[config.mk]
export PLATFORM = sky130hd
export DESIGN_NAME = bit_adjacency_matrix_closure_unit_flat
export DESIGN_NICKNAME = d
export VERILOG_FILES = /design/src/rtl/core/bamc_pkg.sv /design/src/rtl/core/bamc_chan_if.sv /design/src/rtl/core/bit_adjacency_matrix_closure_unit.sv /design/src/flat_wrapper.sv
export SDC_FILE = /design/constraint.sdc
export NUM_CORES = 2
export LEC_CHECK = 0
export BUFFER_PORTS_ARGS = -buffer_cell sky130_fd_sc_hd__buf_2
export CORE_AREA = 2 2 391 393
export DETAILED_ROUTE_END_ITERATION = 10
export DIE_AREA = 0 0 393 395
export PLACE_DENSITY_LB_ADDON = 0.05
export SETUP_SLACK_MARGIN = 0.02
export SLEW_MARGIN = 20
export SYNTH_ARGS = -nofsm -noshare
export SYNTH_HDL_FRONTEND = slang
export SYNTH_SLANG_ARGS = --single-unit
[constraint.sdc]
create_clock -name clock -period 6.1 [get_ports clock]
set_input_delay 0.305 -clock clock [delete_from_list [all_inputs] [get_ports clock]]
set_output_delay 0.305 -clock clock [all_outputs]
set_load 0.01 [all_outputs]
[src/rtl/core/bamc_pkg.sv]
// Package: shared constants and types of the adjacency matrix closure unit.
package bamc_pkg;

   localparam int MAX_V = 32;
   localparam int IDX_W = $clog2(MAX_V);
   localparam int CNT_W = $clog2(MAX_V + 1);

   typedef logic [IDX_W-1:0] idx_type;
   typedef logic [CNT_W-1:0] cnt_type;
   typedef logic [MAX_V-1:0] row_type;

   typedef enum logic [2:0] {
      CMD_ADD       = 3'd0,
      CMD_REMOVE    = 3'd1,
      CMD_QUERY     = 3'd2,
      CMD_TRANSPOSE = 3'd3,
      CMD_CLOSURE   = 3'd4,
      CMD_SCAN      = 3'd5
   } cmd_type;

   localparam logic CSR_VERTEX_COUNT = 1'b0;
   localparam logic CSR_UNDIRECTED   = 1'b1;

endpackage

[src/rtl/core/bamc_chan_if.sv]
// Interfaces: request and response channels of the adjacency matrix closure unit.
interface bamc_req_if;
   import bamc_pkg::*;
   logic        valid;
   logic        ready;
   logic [2:0]  cmd;
   idx_type     src_vertex;
   idx_type     dst_vertex;
   modport source (output valid, cmd, src_vertex, dst_vertex, input ready);
   modport sink   (input valid, cmd, src_vertex, dst_vertex, output ready);
endinterface

interface bamc_rsp_if;
   import bamc_pkg::*;
   logic        valid;
   logic        ready;
   logic        status;
   logic        edge_present;
   cnt_type     neighbor_index;
   modport source (output valid, status, edge_present, neighbor_index, input ready);
   modport sink   (input valid, status, edge_present, neighbor_index, output ready);
endinterface

[src/rtl/core/bit_adjacency_matrix_closure_unit.sv]
// Top level: one-bit adjacency matrix with edge edit, query, scan, transpose and closure.
//
// Usage: a command beat on req_chan (cmd, src_vertex, dst_vertex) gives exactly one
// response beat on rsp_chan (status, edge_present, neighbor_index). Both channels use
// valid/ready; a beat moves when both are high. csr_we/csr_index/csr_wdata write the
// vertex count (index 0) and the directed flag (index 1); the user must write them
// only while the unit is idle, as the unit does not enforce it. The matrix lives in one
// 32-row memory with a single read and a single write port, read data registered;
// edits, transpose and closure are read-modify-writes over rows; query and scan only
// read. Out-of-range and no-op commands answer in the cycle after acceptance; query
// and scan answer after the row read; add and remove also rewrite the destination row
// when undirected. Transpose and closure are bound by the single memory read port.
// One command is in flight at a time; req_chan.ready rises again as the response
// register frees, so a new beat can enter while the last response is being taken.
// Reset clears all row valid bits, so the matrix reads as zero at once, and sets the
// count to 32 and the directed flag. A stalled receiver holds the response register
// and blocks the next command.
module bit_adjacency_matrix_closure_unit (
   input  logic               clock,
   input  logic               reset,
   bamc_req_if.sink           req_chan,
   bamc_rsp_if.source         rsp_chan,
   input  logic               csr_we,
   input  logic               csr_index,
   input  bamc_pkg::cnt_type  csr_wdata
);
   import bamc_pkg::*;

   typedef enum logic [2:0] {
      S_IDLE, S_ROW, S_ROW2, T_ROWI, T_ROWJ, T_WRI, C_ROWK, C_ROWI
   } state_type;

   state_type state_ff, state_in;
   cmd_type   cmd_ff, cmd_in;
   idx_type   src_ff, src_in, dst_ff, dst_in;
   idx_type   i_ff, i_in, j_ff, j_in, k_ff, k_in;
   cnt_type   cnt_ff, cnt_in;
   logic      dir_ff, dir_in;
   row_type   row_ff, row_in;
   logic      rsp_valid_ff, rsp_valid_in;
   logic      status_ff, status_in, present_ff, present_in;
   cnt_type   nbr_ff, nbr_in;
   cnt_type   vcount_ff;
   logic      undir_off_ff;

   // memory and its port signals
   row_type   mem [MAX_V];
   logic [MAX_V-1:0] valid_ff;
   row_type   mem_q_ff;
   logic      mem_qv_ff;
   logic      mem_we, mem_re;
   idx_type   mem_waddr, mem_raddr;
   row_type   mem_wdata;
   row_type   rowdata;

   logic      req_fire, rsp_fire;
   cnt_type   n_eff;
   logic      in_range;
   row_type   mask, cand, wr;
   cnt_type   scan_idx;

   assign rowdata  = mem_qv_ff ? mem_q_ff : '0;
   assign n_eff    = (vcount_ff > cnt_type'(MAX_V)) ? cnt_type'(MAX_V) : vcount_ff;
   assign in_range = ({1'b0, req_chan.src_vertex} < n_eff) &&
                     ({1'b0, req_chan.dst_vertex} < n_eff);
   assign mask     = row_type'(((MAX_V+1)'(1) << cnt_ff) - (MAX_V+1)'(1));
   assign rsp_fire = rsp_valid_ff && rsp_chan.ready;
   assign req_chan.ready = (state_ff == S_IDLE) && (!rsp_valid_ff || rsp_chan.ready);
   assign req_fire = req_chan.valid && req_chan.ready;

   assign rsp_chan.valid          = rsp_valid_ff;
   assign rsp_chan.status         = status_ff;
   assign rsp_chan.edge_present   = present_ff;
   assign rsp_chan.neighbor_index = nbr_ff;

   // find first set column at or after the start
   always_comb begin
      cand     = rowdata & mask & (~row_type'(0) << dst_ff);
      scan_idx = cnt_ff;
      for (int b = MAX_V - 1; b >= 0; b--) begin
         if (cand[b]) scan_idx = cnt_type'(b);
      end
   end

   // sequence commands over memory rows
   always_comb begin
      state_in = state_ff; cmd_in = cmd_ff; src_in = src_ff; dst_in = dst_ff;
      i_in = i_ff; j_in = j_ff; k_in = k_ff; cnt_in = cnt_ff; dir_in = dir_ff;
      row_in = row_ff;
      rsp_valid_in = rsp_fire ? 1'b0 : rsp_valid_ff;
      status_in = status_ff; present_in = present_ff; nbr_in = nbr_ff;
      mem_we = 1'b0; mem_re = 1'b0; mem_waddr = '0; mem_raddr = '0; mem_wdata = '0;
      wr = rowdata;
      unique case (state_ff)
         S_IDLE: begin
            if (req_fire) begin
               cmd_in = cmd_type'(req_chan.cmd);
               src_in = req_chan.src_vertex;
               dst_in = req_chan.dst_vertex;
               cnt_in = n_eff;
               dir_in = undir_off_ff;
               rsp_valid_in = 1'b1; status_in = 1'b0; present_in = 1'b0; nbr_in = '0;
               case (req_chan.cmd) inside
                  CMD_ADD, CMD_REMOVE, CMD_QUERY, CMD_SCAN: begin
                     if (in_range) begin
                        rsp_valid_in = 1'b0;
                        mem_re = 1'b1; mem_raddr = req_chan.src_vertex;
                        state_in = S_ROW;
                     end else begin
                        status_in = 1'b1;
                        if (req_chan.cmd == CMD_SCAN) nbr_in = n_eff;
                     end
                  end
                  CMD_TRANSPOSE: begin
                     if (undir_off_ff && n_eff >= cnt_type'(2)) begin
                        rsp_valid_in = 1'b0;
                        i_in = '0; mem_re = 1'b1; mem_raddr = '0;
                        state_in = T_ROWI;
                     end
                  end
                  CMD_CLOSURE: begin
                     if (n_eff != '0) begin
                        rsp_valid_in = 1'b0;
                        k_in = '0; mem_re = 1'b1; mem_raddr = '0;
                        state_in = C_ROWK;
                     end
                  end
                  default: ;
               endcase
            end
         end
         S_ROW: begin
            state_in = S_IDLE;
            rsp_valid_in = 1'b1; status_in = 1'b0; present_in = 1'b0; nbr_in = '0;
            case (cmd_ff)
               CMD_QUERY: present_in = rowdata[dst_ff];
               CMD_SCAN:  nbr_in = scan_idx;
               default: begin
                  wr[dst_ff] = (cmd_ff == CMD_ADD);
                  mem_we = 1'b1; mem_waddr = src_ff; mem_wdata = wr;
                  if (!dir_ff) begin
                     rsp_valid_in = 1'b0;
                     mem_re = 1'b1; mem_raddr = dst_ff;
                     state_in = S_ROW2;
                  end
               end
            endcase
         end
         S_ROW2: begin
            wr[src_ff] = (cmd_ff == CMD_ADD);
            mem_we = 1'b1; mem_waddr = dst_ff; mem_wdata = wr;
            rsp_valid_in = 1'b1; status_in = 1'b0; present_in = 1'b0; nbr_in = '0;
            state_in = S_IDLE;
         end
         T_ROWI: begin
            row_in = rowdata;
            j_in = i_ff + idx_type'(1);
            mem_re = 1'b1; mem_raddr = i_ff + idx_type'(1);
            state_in = T_ROWJ;
         end
         T_ROWJ: begin
            // swap cell (i,j) with cell (j,i)
            wr[i_ff] = row_ff[j_ff];
            mem_we = 1'b1; mem_waddr = j_ff; mem_wdata = wr;
            row_in[j_ff] = rowdata[i_ff];
            if ({1'b0, j_ff} + cnt_type'(1) < cnt_ff) begin
               j_in = j_ff + idx_type'(1);
               mem_re = 1'b1; mem_raddr = j_ff + idx_type'(1);
            end else begin
               state_in = T_WRI;
            end
         end
         T_WRI: begin
            mem_we = 1'b1; mem_waddr = i_ff; mem_wdata = row_ff;
            if ({1'b0, i_ff} + cnt_type'(2) < cnt_ff) begin
               i_in = i_ff + idx_type'(1);
               mem_re = 1'b1; mem_raddr = i_ff + idx_type'(1);
               state_in = T_ROWI;
            end else begin
               rsp_valid_in = 1'b1; status_in = 1'b0; present_in = 1'b0; nbr_in = '0;
               state_in = S_IDLE;
            end
         end
         C_ROWK: begin
            row_in = rowdata & mask;
            i_in = '0; mem_re = 1'b1; mem_raddr = '0;
            state_in = C_ROWI;
         end
         C_ROWI: begin
            // merge pivot row into every row that reaches the pivot
            if (rowdata[k_ff]) begin
               mem_we = 1'b1; mem_waddr = i_ff; mem_wdata = rowdata | row_ff;
            end
            if ({1'b0, i_ff} + cnt_type'(1) < cnt_ff) begin
               i_in = i_ff + idx_type'(1);
               mem_re = 1'b1; mem_raddr = i_ff + idx_type'(1);
            end else if ({1'b0, k_ff} + cnt_type'(1) < cnt_ff) begin
               k_in = k_ff + idx_type'(1);
               mem_re = 1'b1; mem_raddr = k_ff + idx_type'(1);
               state_in = C_ROWK;
            end else begin
               rsp_valid_in = 1'b1; status_in = 1'b0; present_in = 1'b0; nbr_in = '0;
               state_in = S_IDLE;
            end
         end
         default: state_in = S_IDLE;
      endcase
   end

   // hold state, counters and response register
   always_ff @(posedge clock) begin
      if (reset) begin
         state_ff <= S_IDLE;
         rsp_valid_ff <= 1'b0;
         vcount_ff <= cnt_type'(MAX_V);
         undir_off_ff <= 1'b1;
      end else begin
         state_ff <= state_in;
         rsp_valid_ff <= rsp_valid_in;
         if (csr_we) begin
            if (csr_index == CSR_VERTEX_COUNT) vcount_ff <= csr_wdata;
            else undir_off_ff <= csr_wdata[0];
         end
      end
      cmd_ff <= cmd_in; src_ff <= src_in; dst_ff <= dst_in;
      i_ff <= i_in; j_ff <= j_in; k_ff <= k_in;
      cnt_ff <= cnt_in; dir_ff <= dir_in; row_ff <= row_in;
      status_ff <= status_in; present_ff <= present_in; nbr_ff <= nbr_in;
   end

   // row valid bits: an unwritten row reads as zero
   always_ff @(posedge clock) begin
      if (reset) begin
         valid_ff <= '0;
      end else if (mem_we) begin
         valid_ff[mem_waddr] <= 1'b1;
      end
   end

   // matrix memory with write-to-read forwarding
   always_ff @(posedge clock) begin
      if (mem_we) mem[mem_waddr] <= mem_wdata;
      if (mem_re) begin
         if (mem_we && mem_waddr == mem_raddr) begin
            mem_q_ff <= mem_wdata;
            mem_qv_ff <= 1'b1;
         end else begin
            mem_q_ff <= mem[mem_raddr];
            mem_qv_ff <= valid_ff[mem_raddr];
         end
      end
   end

   a_busy_after_accept: assert property (@(posedge clock) disable iff (reset)
      req_fire |=> (rsp_valid_ff || state_ff != S_IDLE))
      else $error("accepted command left no trace");
   a_no_write_idle: assert property (@(posedge clock) disable iff (reset)
      state_ff == S_IDLE |-> !mem_we)
      else $error("memory written while idle");
   a_single_flight: assert property (@(posedge clock) disable iff (reset)
      state_ff != S_IDLE |-> !rsp_valid_ff)
      else $error("response pending during a multi-cycle command");
endmodule
[src/flat_wrapper.sv]
// flat-port wrapper written by rule: the top's interface ports become plain ports
module bit_adjacency_matrix_closure_unit_flat import bamc_pkg::*;
  (clock, reset, csr_we, csr_index, csr_wdata, req_chan_valid, req_chan_cmd, req_chan_src_vertex, req_chan_dst_vertex, req_chan_ready, rsp_chan_valid, rsp_chan_status, rsp_chan_edge_present, rsp_chan_neighbor_index, rsp_chan_ready);
  bamc_req_if req_chan_i ();
  bamc_rsp_if rsp_chan_i ();
  input  logic clock;
  input  logic reset;
  input  logic csr_we;
  input  logic csr_index;
  input  bamc_pkg::cnt_type csr_wdata;
  input wire logic [$bits(req_chan_i.valid)-1:0] req_chan_valid;
  input wire logic [$bits(req_chan_i.cmd)-1:0] req_chan_cmd;
  input wire logic [$bits(req_chan_i.src_vertex)-1:0] req_chan_src_vertex;
  input wire logic [$bits(req_chan_i.dst_vertex)-1:0] req_chan_dst_vertex;
  output wire logic [$bits(req_chan_i.ready)-1:0] req_chan_ready;
  output wire logic [$bits(rsp_chan_i.valid)-1:0] rsp_chan_valid;
  output wire logic [$bits(rsp_chan_i.status)-1:0] rsp_chan_status;
  output wire logic [$bits(rsp_chan_i.edge_present)-1:0] rsp_chan_edge_present;
  output wire logic [$bits(rsp_chan_i.neighbor_index)-1:0] rsp_chan_neighbor_index;
  input wire logic [$bits(rsp_chan_i.ready)-1:0] rsp_chan_ready;
  assign req_chan_i.valid = req_chan_valid;
  assign req_chan_i.cmd = req_chan_cmd;
  assign req_chan_i.src_vertex = req_chan_src_vertex;
  assign req_chan_i.dst_vertex = req_chan_dst_vertex;
  assign req_chan_ready = req_chan_i.ready;
  assign rsp_chan_valid = rsp_chan_i.valid;
  assign rsp_chan_status = rsp_chan_i.status;
  assign rsp_chan_edge_present = rsp_chan_i.edge_present;
  assign rsp_chan_neighbor_index = rsp_chan_i.neighbor_index;
  assign rsp_chan_i.ready = rsp_chan_ready;
  bit_adjacency_matrix_closure_unit u_core (.clock(clock), .reset(reset), .req_chan(req_chan_i), .rsp_chan(rsp_chan_i), .csr_we(csr_we), .csr_index(csr_index), .csr_wdata(csr_wdata));
endmodule
## Word level (Yosys, flattened, before mapping)

Memory sizes are Yosys's and may differ from the RTL's. A register that Yosys moved wholly into a read port is not among the register bits.
Index checks and enable logic that the tools add are counted.

- Word-level logic and storage cells: 282
- Register bits: 119
- Bits in writable memories: 1024
- Output and inout bits: 10
- Memories: 1

- Bitwise logic cells: 5
- Eq/ne operators: 34
- Reduce and logical (&&, ||, !) cells: 37
- Shifts and indexed selects: 2
- Mux-type cells: 157
- $lt $le $gt $ge: 20
- Add/sub/neg operators: 8

Memory list:

| memory | words | width | rd ports | clocked after Yosys merged registers in | write ports | RTL line | source |
|---|---|---|---|---|---|---|---|
| u_core.mem | 32 | 32 | 1 | 1 | 1 | bit_adjacency_matrix_closure_unit.sv:47 | `row_type mem [MAX_V];` |

Operator list:

| kind | count |
|---|---|
| 2-to-1 mux 6 bit | 41 |
| case mux 32 bit (5 select lines) | 1 |
| bitwise mux 32 bit | 4 |
| 2-to-1 mux 5 bit | 25 |
| 2-to-1 mux 32 bit | 3 |
| case mux 32 bit (3 select lines) | 1 |
| bitwise AND 32 bit | 2 |
| bitwise OR 32 bit | 2 |
| 2-to-1 mux 1 bit | 47 |
| < comparator 5 x 6 -> 1 bit (second input constant) | 7 |
| 2-to-1 mux 3 bit | 11 |
| << shifter 1 x 6 -> 32 bit (first input constant) | 1 |
| << shifter 32 x 5 -> 32 bit (first input constant) | 1 |
| subtractor 32 x 2 -> 32 bit (second input constant) | 1 |
| case mux 5 bit (6 select lines) | 1 |
| case mux 6 bit (5 select lines) | 1 |
| binary-select mux 1 bit (select 5 bit) | 5 |
| demux 1 bit (select 5 bit) | 5 |
| greater-or-equal comparator 5 x 1 -> 1 bit (second input constant) | 5 |
| case mux 5 bit (5 select lines) | 1 |
| < comparator 6 bit | 4 |
| case mux 3 bit (8 select lines) | 1 |
| equality test 3 bit (second input constant) | 7 |
| inequality test 2 bit (second input constant) | 10 |
| 36 further kinds | 76 |

## Longest topological paths before layout

- Depth in word-level cells: 38
- Depth in mapped cells: 22
- Mapped depth without buffers: 16

## Worst setup path before layout

Ideal clock, no wire load.

- Path type: reg-to-reg
- Start point: register u_core.i_ff[1]
- End point: register u_core.mem_q_ff[28], read port of u_core.mem (data pin)
- Cell stages (with the launch flop): 21
- Arrival time: 4121 ps
- Setup time: 264 ps
- Path buffers: 5
- Slack: 1715 ps
- Period minus slack after synthesis: 4385 ps
- Path through: edfxtp_1 -> ha_1 -> clkbuf_1 -> nand2_1 -> o21a_1 -> inv_1 -> ha_1 -> or4_1 -> o21a_1 -> a211o_1 -> a31o_1 -> and3_1 -> buf_2 -> buf_6 -> buf_6 -> buf_6 -> nor2_2 -> nor2_1 -> o21ai_1 -> a31oi_1 -> o41a_1

- Word-level cells in the longest chain between the ends: 4
- Elaborated cells between the ends (all ways): 11
- Classes of those cells: add/sub (3); order compare (2); mux (6)

Ends and longest elaborated chain:

| what | RTL line | source |
|---|---|---|
| start, declared | bit_adjacency_matrix_closure_unit.sv:36 | `idx_type i_ff, i_in, j_ff, j_in, k_ff, k_in;` |
| start signal, assigned | bit_adjacency_matrix_closure_unit.sv:226 | `i_ff <= i_in; j_ff <= j_in; k_ff <= k_in;` |
| adder 5 x 1 -> 6 bit / adder 5 x 2 -> 6 bit (equally long branches) | bit_adjacency_matrix_closure_unit.sv:194, bit_adjacency_matrix_closure_unit.sv:175 |  |
| < comparator 6 bit, on equally long branches | bit_adjacency_matrix_closure_unit.sv:194, bit_adjacency_matrix_closure_unit.sv:175 |  |
| 2-to-1 mux 5 bit, or another cell as far along | bit_adjacency_matrix_closure_unit.sv:194 | `if ({1'b0, i_ff} + cnt_type'(1) < cnt_ff) begin` |
| case mux 5 bit (6 select lines) / case mux 1 bit (6 select lines) (equally long branches) | bit_adjacency_matrix_closure_unit.sv:94 | `unique case (state_ff)` |
| end, declared | bit_adjacency_matrix_closure_unit.sv:49 | `row_type mem_q_ff;` |

Parallel ways exist; a longest one is shown, timed or not.
A chain may end at the register's enable or synchronous reset.

## Worst setup path in the final report

- Start point: register u_core.i_ff[1]
- End point: register u_core.mem_q_ff[10], read port of u_core.mem (data pin)

Same word-level chain as after synthesis.

==> results <==
- The count of nets left with antenna violations once routing finished came out at 0.
- The sequential cell area fraction in the yosys report is 64.4%.
- TritonCTS built the clock tree.
- After detailed routing, the number of remaining DRC violations is 0.
- The critical path arrival is 6.09 ns.
- The via count of the first global-routing pass was 37800.
- The final number of setup-violating endpoints is 0.
- The number of top-level pins is 35.
- The cell sitting at the root of the clock tree is a sky130_fd_sc_hd__clkbuf_16.
- Wire segments on met2 add up to 97.9 mm in the final route.
- In this run, distinct cell masters in the synthesized netlist total 89.
- The worst clock skew is 0.0291 ns.
- Of all nets on the critical path, the largest fanout is 18.
- The flop and latch count out of synthesis is 1175.
- The insertion delay to the later sink of the worst-skew pair is 0.79 ns.
- Across the run, the number of max-cap violations was 0.
- In this run the core area contains 143 standard-cell rows.
- The clock net sink count is 1175.
- Summed over all cells, the static leakage comes to 22.2 nW.
- The endpoint class of the critical path is a flip-flop.
- The clock buffer count from CTS is 139.
- The placeable core region is 0.151 sq mm.
- The power density normalized to cell area is 529 mW/mm^2.
- The final max-slew violation count is 0.
- The highest metal layer with signal wires is met4.
- The total congestion overflow is 0.
- The register clock-pin slew on the reported worst setup and hold paths is 0.07 ns.
- The path type of the worst setup path is flip-flop to flip-flop.
- The pre-antenna-repair detailed-routing pass consisted of 6 iterations.
- The type of the tightest min-delay check is primary input to flip-flop.
- When the netlist entered floorplanning its net count stood at 4514.
- Of the available clock period, the critical path in the final layout requires 91.5%.
- The number of enable flip-flop cells after synthesis is 1132.
- Global routing used 27.4% of the available tracks.
- Once placement completed, the tool counted placed cells totaling 6435.
- The run finished with clean final reports.
- For this block, the via count after detailed routing is 39400.
- The HPWL after detailed placement is 130 mm.
- Cells with a size suffix above 1 make up 14.4% of the layout.
- The largest single stage delay on the critical path is 0.66 ns.
- The least setup slack across all paths after layout is 0.518 ns.
- Setup total negative slack on the finished layout was measured at 0 ns.
- The die is 395 um tall.
- At the placement stage, the worst setup path has a slack of 0.591 ns.
- Setup repair after global routing left no endpoint under its margin.
- The warning count from the yosys run is 0.
- The met3 wirelength from detailed routing is 13.0 mm.
- The average detailed-routed wire length per instance is 32.0 um.
- Summing every instance area after synthesis gives 0.0541 sq mm.
- The cell count after synthesis came out at 4450.
- The count of routing violations after the opening detailed-route iteration is 4305.
- The share of synthesized registers carrying an async set or reset is 0%.
- In this run the biggest area consumer among cell types represents 62.8% of the synthesized area.
- The die covers 0.155 sq mm.
- The maximum resistive drop on vdd is 0.277 mV.
- The net count reported at finish is 4637.
- The diode insertion count for antenna repair is 0.
- The total routed wire length on the met1 layer is 98.5 mm.
- The worst-case clock buffer depth is 3.
- The number of H-tree levels is 4.
- Walking the worst path, the cells encountered are ha_1, nand3_1, nand2_1, o21a_1, inv_1, ha_1, or4_1, o21a_1, a211o_1, a31oi_1, and4b_2, a21oi_4, buf_12, a31o_2, a31oi_1, o31ai_1, a41oi_1.
- Among all flip-flop cells after synthesis, the most frequent one is sky130_fd_sc_hd__edfxtp_1.
- After detailed routing, the total wire length is 215 mm.
- Data on the critical path is required at its endpoint by 6.60 ns.
- The post-synthesis cell type with the largest combined area is sky130_fd_sc_hd__edfxtp_1.
- On the critical path, the stage with the largest delay is an instance of sky130_fd_sc_hd__a21oi_4.
- The initial antenna violation count is 4.
- From synthesis to final layout, the design area changed by 16.6%.
- Buffers added to address setup during post-CTS repair amount to 0.
- The worst hold margin is 0.134 ns.
- At the pin with the least slew margin, the transition time is 1.10 ns.
- The count of buffers inserted at the top-level ports is 34.
- The worst setup path is launched from a flip-flop.
- The number of hold violations in the final report came to 0.
- The count of cells in the finished layout, fillers not included, comes to 6718.
- The worst slew margin relative to its limit is 26.2%.
- The effective utilization at floorplan is 35.8%.
- The largest net degree at the start of global routing is 88.
- Measured along the x axis, the die boundary spans 393 um.
- The first global-routing pass estimated 301 mm of wire.
- The final non-filler cell area is 0.0631 sq mm.
- The shortest period the worst path allows is 5.58 ns.
- Summing all placed instances gives a cell area of 0.0584 sq mm.
- By area the synthesized netlist is led by sky130_fd_sc_hd__edfxtp_1 (63%), sky130_fd_sc_hd__nand2_1 (6.5%), sky130_fd_sc_hd__mux2i_1 (4.2%).
- The average size of a mapped cell is 12.2 sq um.
- The achievable frequency is 0.179 GHz.
- Using the TritonRoute via totals, the vias-per-cell ratio works out to 5.87.
- At the end of routability-driven placement, the weighted congestion stood at 0.915.
power by group:
part           internal (W)  switching (W)
Clock               0.00472        0.00348
Sequential           0.0107       0.000739
Combinational       0.00428        0.00944
Total                0.0197         0.0137
path summary, 6_finish.rpt:
check	end	depth (start not counted)	start	slack (ns)
min	u_core.vcount_ff[2]$_SDFFE_PP0P_	2	reset	0.13
max	u_core.mem_q_ff[10]$_DFFE_PP_	17	u_core.i_ff[1]$_SDFFCE_PN0P_	0.52
max reg2reg	u_core.mem_q_ff[10]$_DFFE_PP_	17	u_core.i_ff[1]$_SDFFCE_PN0P_	0.52
min reg2reg	u_core.valid_ff[10]$_SDFFE_PP0P_	2	u_core.valid_ff[10]$_SDFFE_PP0P_	0.47
metrics by stage:
step,utilization [%],power [W]
4_1_cts,41.7,0.0335
6_report,41.7,0.0334
5_1_grt,41.7,0.0348
3_3_place_gp,38.6,0.0252
3_5_place_dp,38.6,0.0252
2_1_floorplan,-,0.0191
per-layer routing:
layer,GRT usage [%],vias up
li1,-,17200
met1,40.3,20400
met2,42.3,1471
met4,7.30,0
met3,3.73,277
met5,0,-
synth_stat cells, types with 30 or more instances:
cell type	count
sky130_fd_sc_hd__a32oi_1	43
sky130_fd_sc_hd__a211oi_1	59
sky130_fd_sc_hd__edfxtp_1	1132
sky130_fd_sc_hd__nor2b_1	38
sky130_fd_sc_hd__nor3_1	53
sky130_fd_sc_hd__o22ai_1	64
sky130_fd_sc_hd__o31ai_1	30
sky130_fd_sc_hd__a22oi_1	58
sky130_fd_sc_hd__a21oi_1	111
sky130_fd_sc_hd__dfxtp_1	43
sky130_fd_sc_hd__mux2i_1	228
sky130_fd_sc_hd__nand3_1	337
sky130_fd_sc_hd__nand2_1	937
sky130_fd_sc_hd__nor2_1	186
sky130_fd_sc_hd__ha_1	39
sky130_fd_sc_hd__clkbuf_1	169
sky130_fd_sc_hd__a31o_2	40
sky130_fd_sc_hd__a221oi_1	30
sky130_fd_sc_hd__a31oi_1	112
sky130_fd_sc_hd__buf_2	106
sky130_fd_sc_hd__o21ai_0	89
what timing repair did:
| action | 4_1_cts | 5_1_grt |
|---|---|---|
| hold endpoints to repair | 21 | 0 |
| hold buffers | 27 | 0 |
| resized for setup | 0 | 0 |
logic make-up (layout without fill, tap and decap cells):
family                     count (synthesis)  count (layout)  synth area share [%]
xor gates and xnor gates                  14              14                 0.227
muxes                                    275             275                  5.84
buffers and inverters                    357             595                  2.99
DFF                                     1175            1175                  64.4
AOI/OAI and AO/OA                        898             898                  12.0
adders and majority gates                 39              39                 0.902
and+or+nand+nor                         1692            1692                  13.6
registers in the layout, summed over array words and instances, names as in the netlist:
register and flops:
u_core.i_ff 5, u_core.vcount_ff 6, u_core.rsp_chan.neighbor_index 6, u_core.state_ff 3
u_core.rsp_chan.status 1, u_core.dst_ff 5, u_core.src_ff 5, u_core.undir_off_ff 1
u_core.j_ff 5, u_core.mem_q_ff 32, u_core.mem_qv_ff 1, u_core.dir_ff 1
u_core.valid_ff 32, u_core.cnt_ff 6, u_core.cmd_ff 3, u_core.k_ff 5
u_core.mem 1024, u_core.rsp_chan.edge_present 1, u_core.rsp_chan.valid 1, u_core.row_ff 32
placed cells by master (no fill, tap or decap), types with 22 or more instances in the layout:
cell,netlist,final
sky130_fd_sc_hd__a211oi_1,59,59
sky130_fd_sc_hd__a21oi_1,111,111
sky130_fd_sc_hd__a221oi_1,30,29
sky130_fd_sc_hd__a22oi_1,58,58
sky130_fd_sc_hd__a31o_2,40,40
sky130_fd_sc_hd__a31oi_1,112,112
sky130_fd_sc_hd__a32o_1,27,27
sky130_fd_sc_hd__a32oi_1,43,43
sky130_fd_sc_hd__and3_1,27,26
sky130_fd_sc_hd__buf_12,0,55
sky130_fd_sc_hd__buf_2,106,34
sky130_fd_sc_hd__buf_4,10,192
sky130_fd_sc_hd__clkbuf_1,169,35
sky130_fd_sc_hd__clkbuf_16,0,143
sky130_fd_sc_hd__clkinv_1,2,33
sky130_fd_sc_hd__clkinv_2,0,22
sky130_fd_sc_hd__dfxtp_1,43,43
sky130_fd_sc_hd__dlygate4sd3_1,0,27
sky130_fd_sc_hd__edfxtp_1,1132,1132
sky130_fd_sc_hd__ha_1,39,39
sky130_fd_sc_hd__inv_1,29,28
sky130_fd_sc_hd__mux2i_1,228,228
sky130_fd_sc_hd__mux4_2,27,27
sky130_fd_sc_hd__nand2_1,937,935
sky130_fd_sc_hd__nand2b_1,22,22
sky130_fd_sc_hd__nand3_1,337,335
sky130_fd_sc_hd__nor2_1,186,149
sky130_fd_sc_hd__nor2_4,0,34
sky130_fd_sc_hd__nor2b_1,38,38
sky130_fd_sc_hd__nor3_1,53,52
sky130_fd_sc_hd__o21ai_0,89,89
sky130_fd_sc_hd__o21ai_1,23,22
sky130_fd_sc_hd__o22ai_1,64,64
sky130_fd_sc_hd__o31ai_1,30,30
critical path: cells and delay by family, from the launching register on:
kind | cells | cell delay (ns)
adder cells (fa/ha/maj) | 2 | 0.76
buffers and inverters | 2 | 0.36
AND/OR/NAND/NOR | 4 | 1.13
flip-flops | 1 | 0.57
AO/OA/AOI/OAI | 9 | 2.44
final cells by class:
cell class                 count  area [sq um]
clock buffer                 179          3720
clock inverter                77           704
fill                       14200         88100
inverter                      31           116
multi-input combinational   2918         18200
sequential                  1175         34900
tap                         2030          2540
timing repair buffer         308          2980
(Power assumes the default switching activity.)
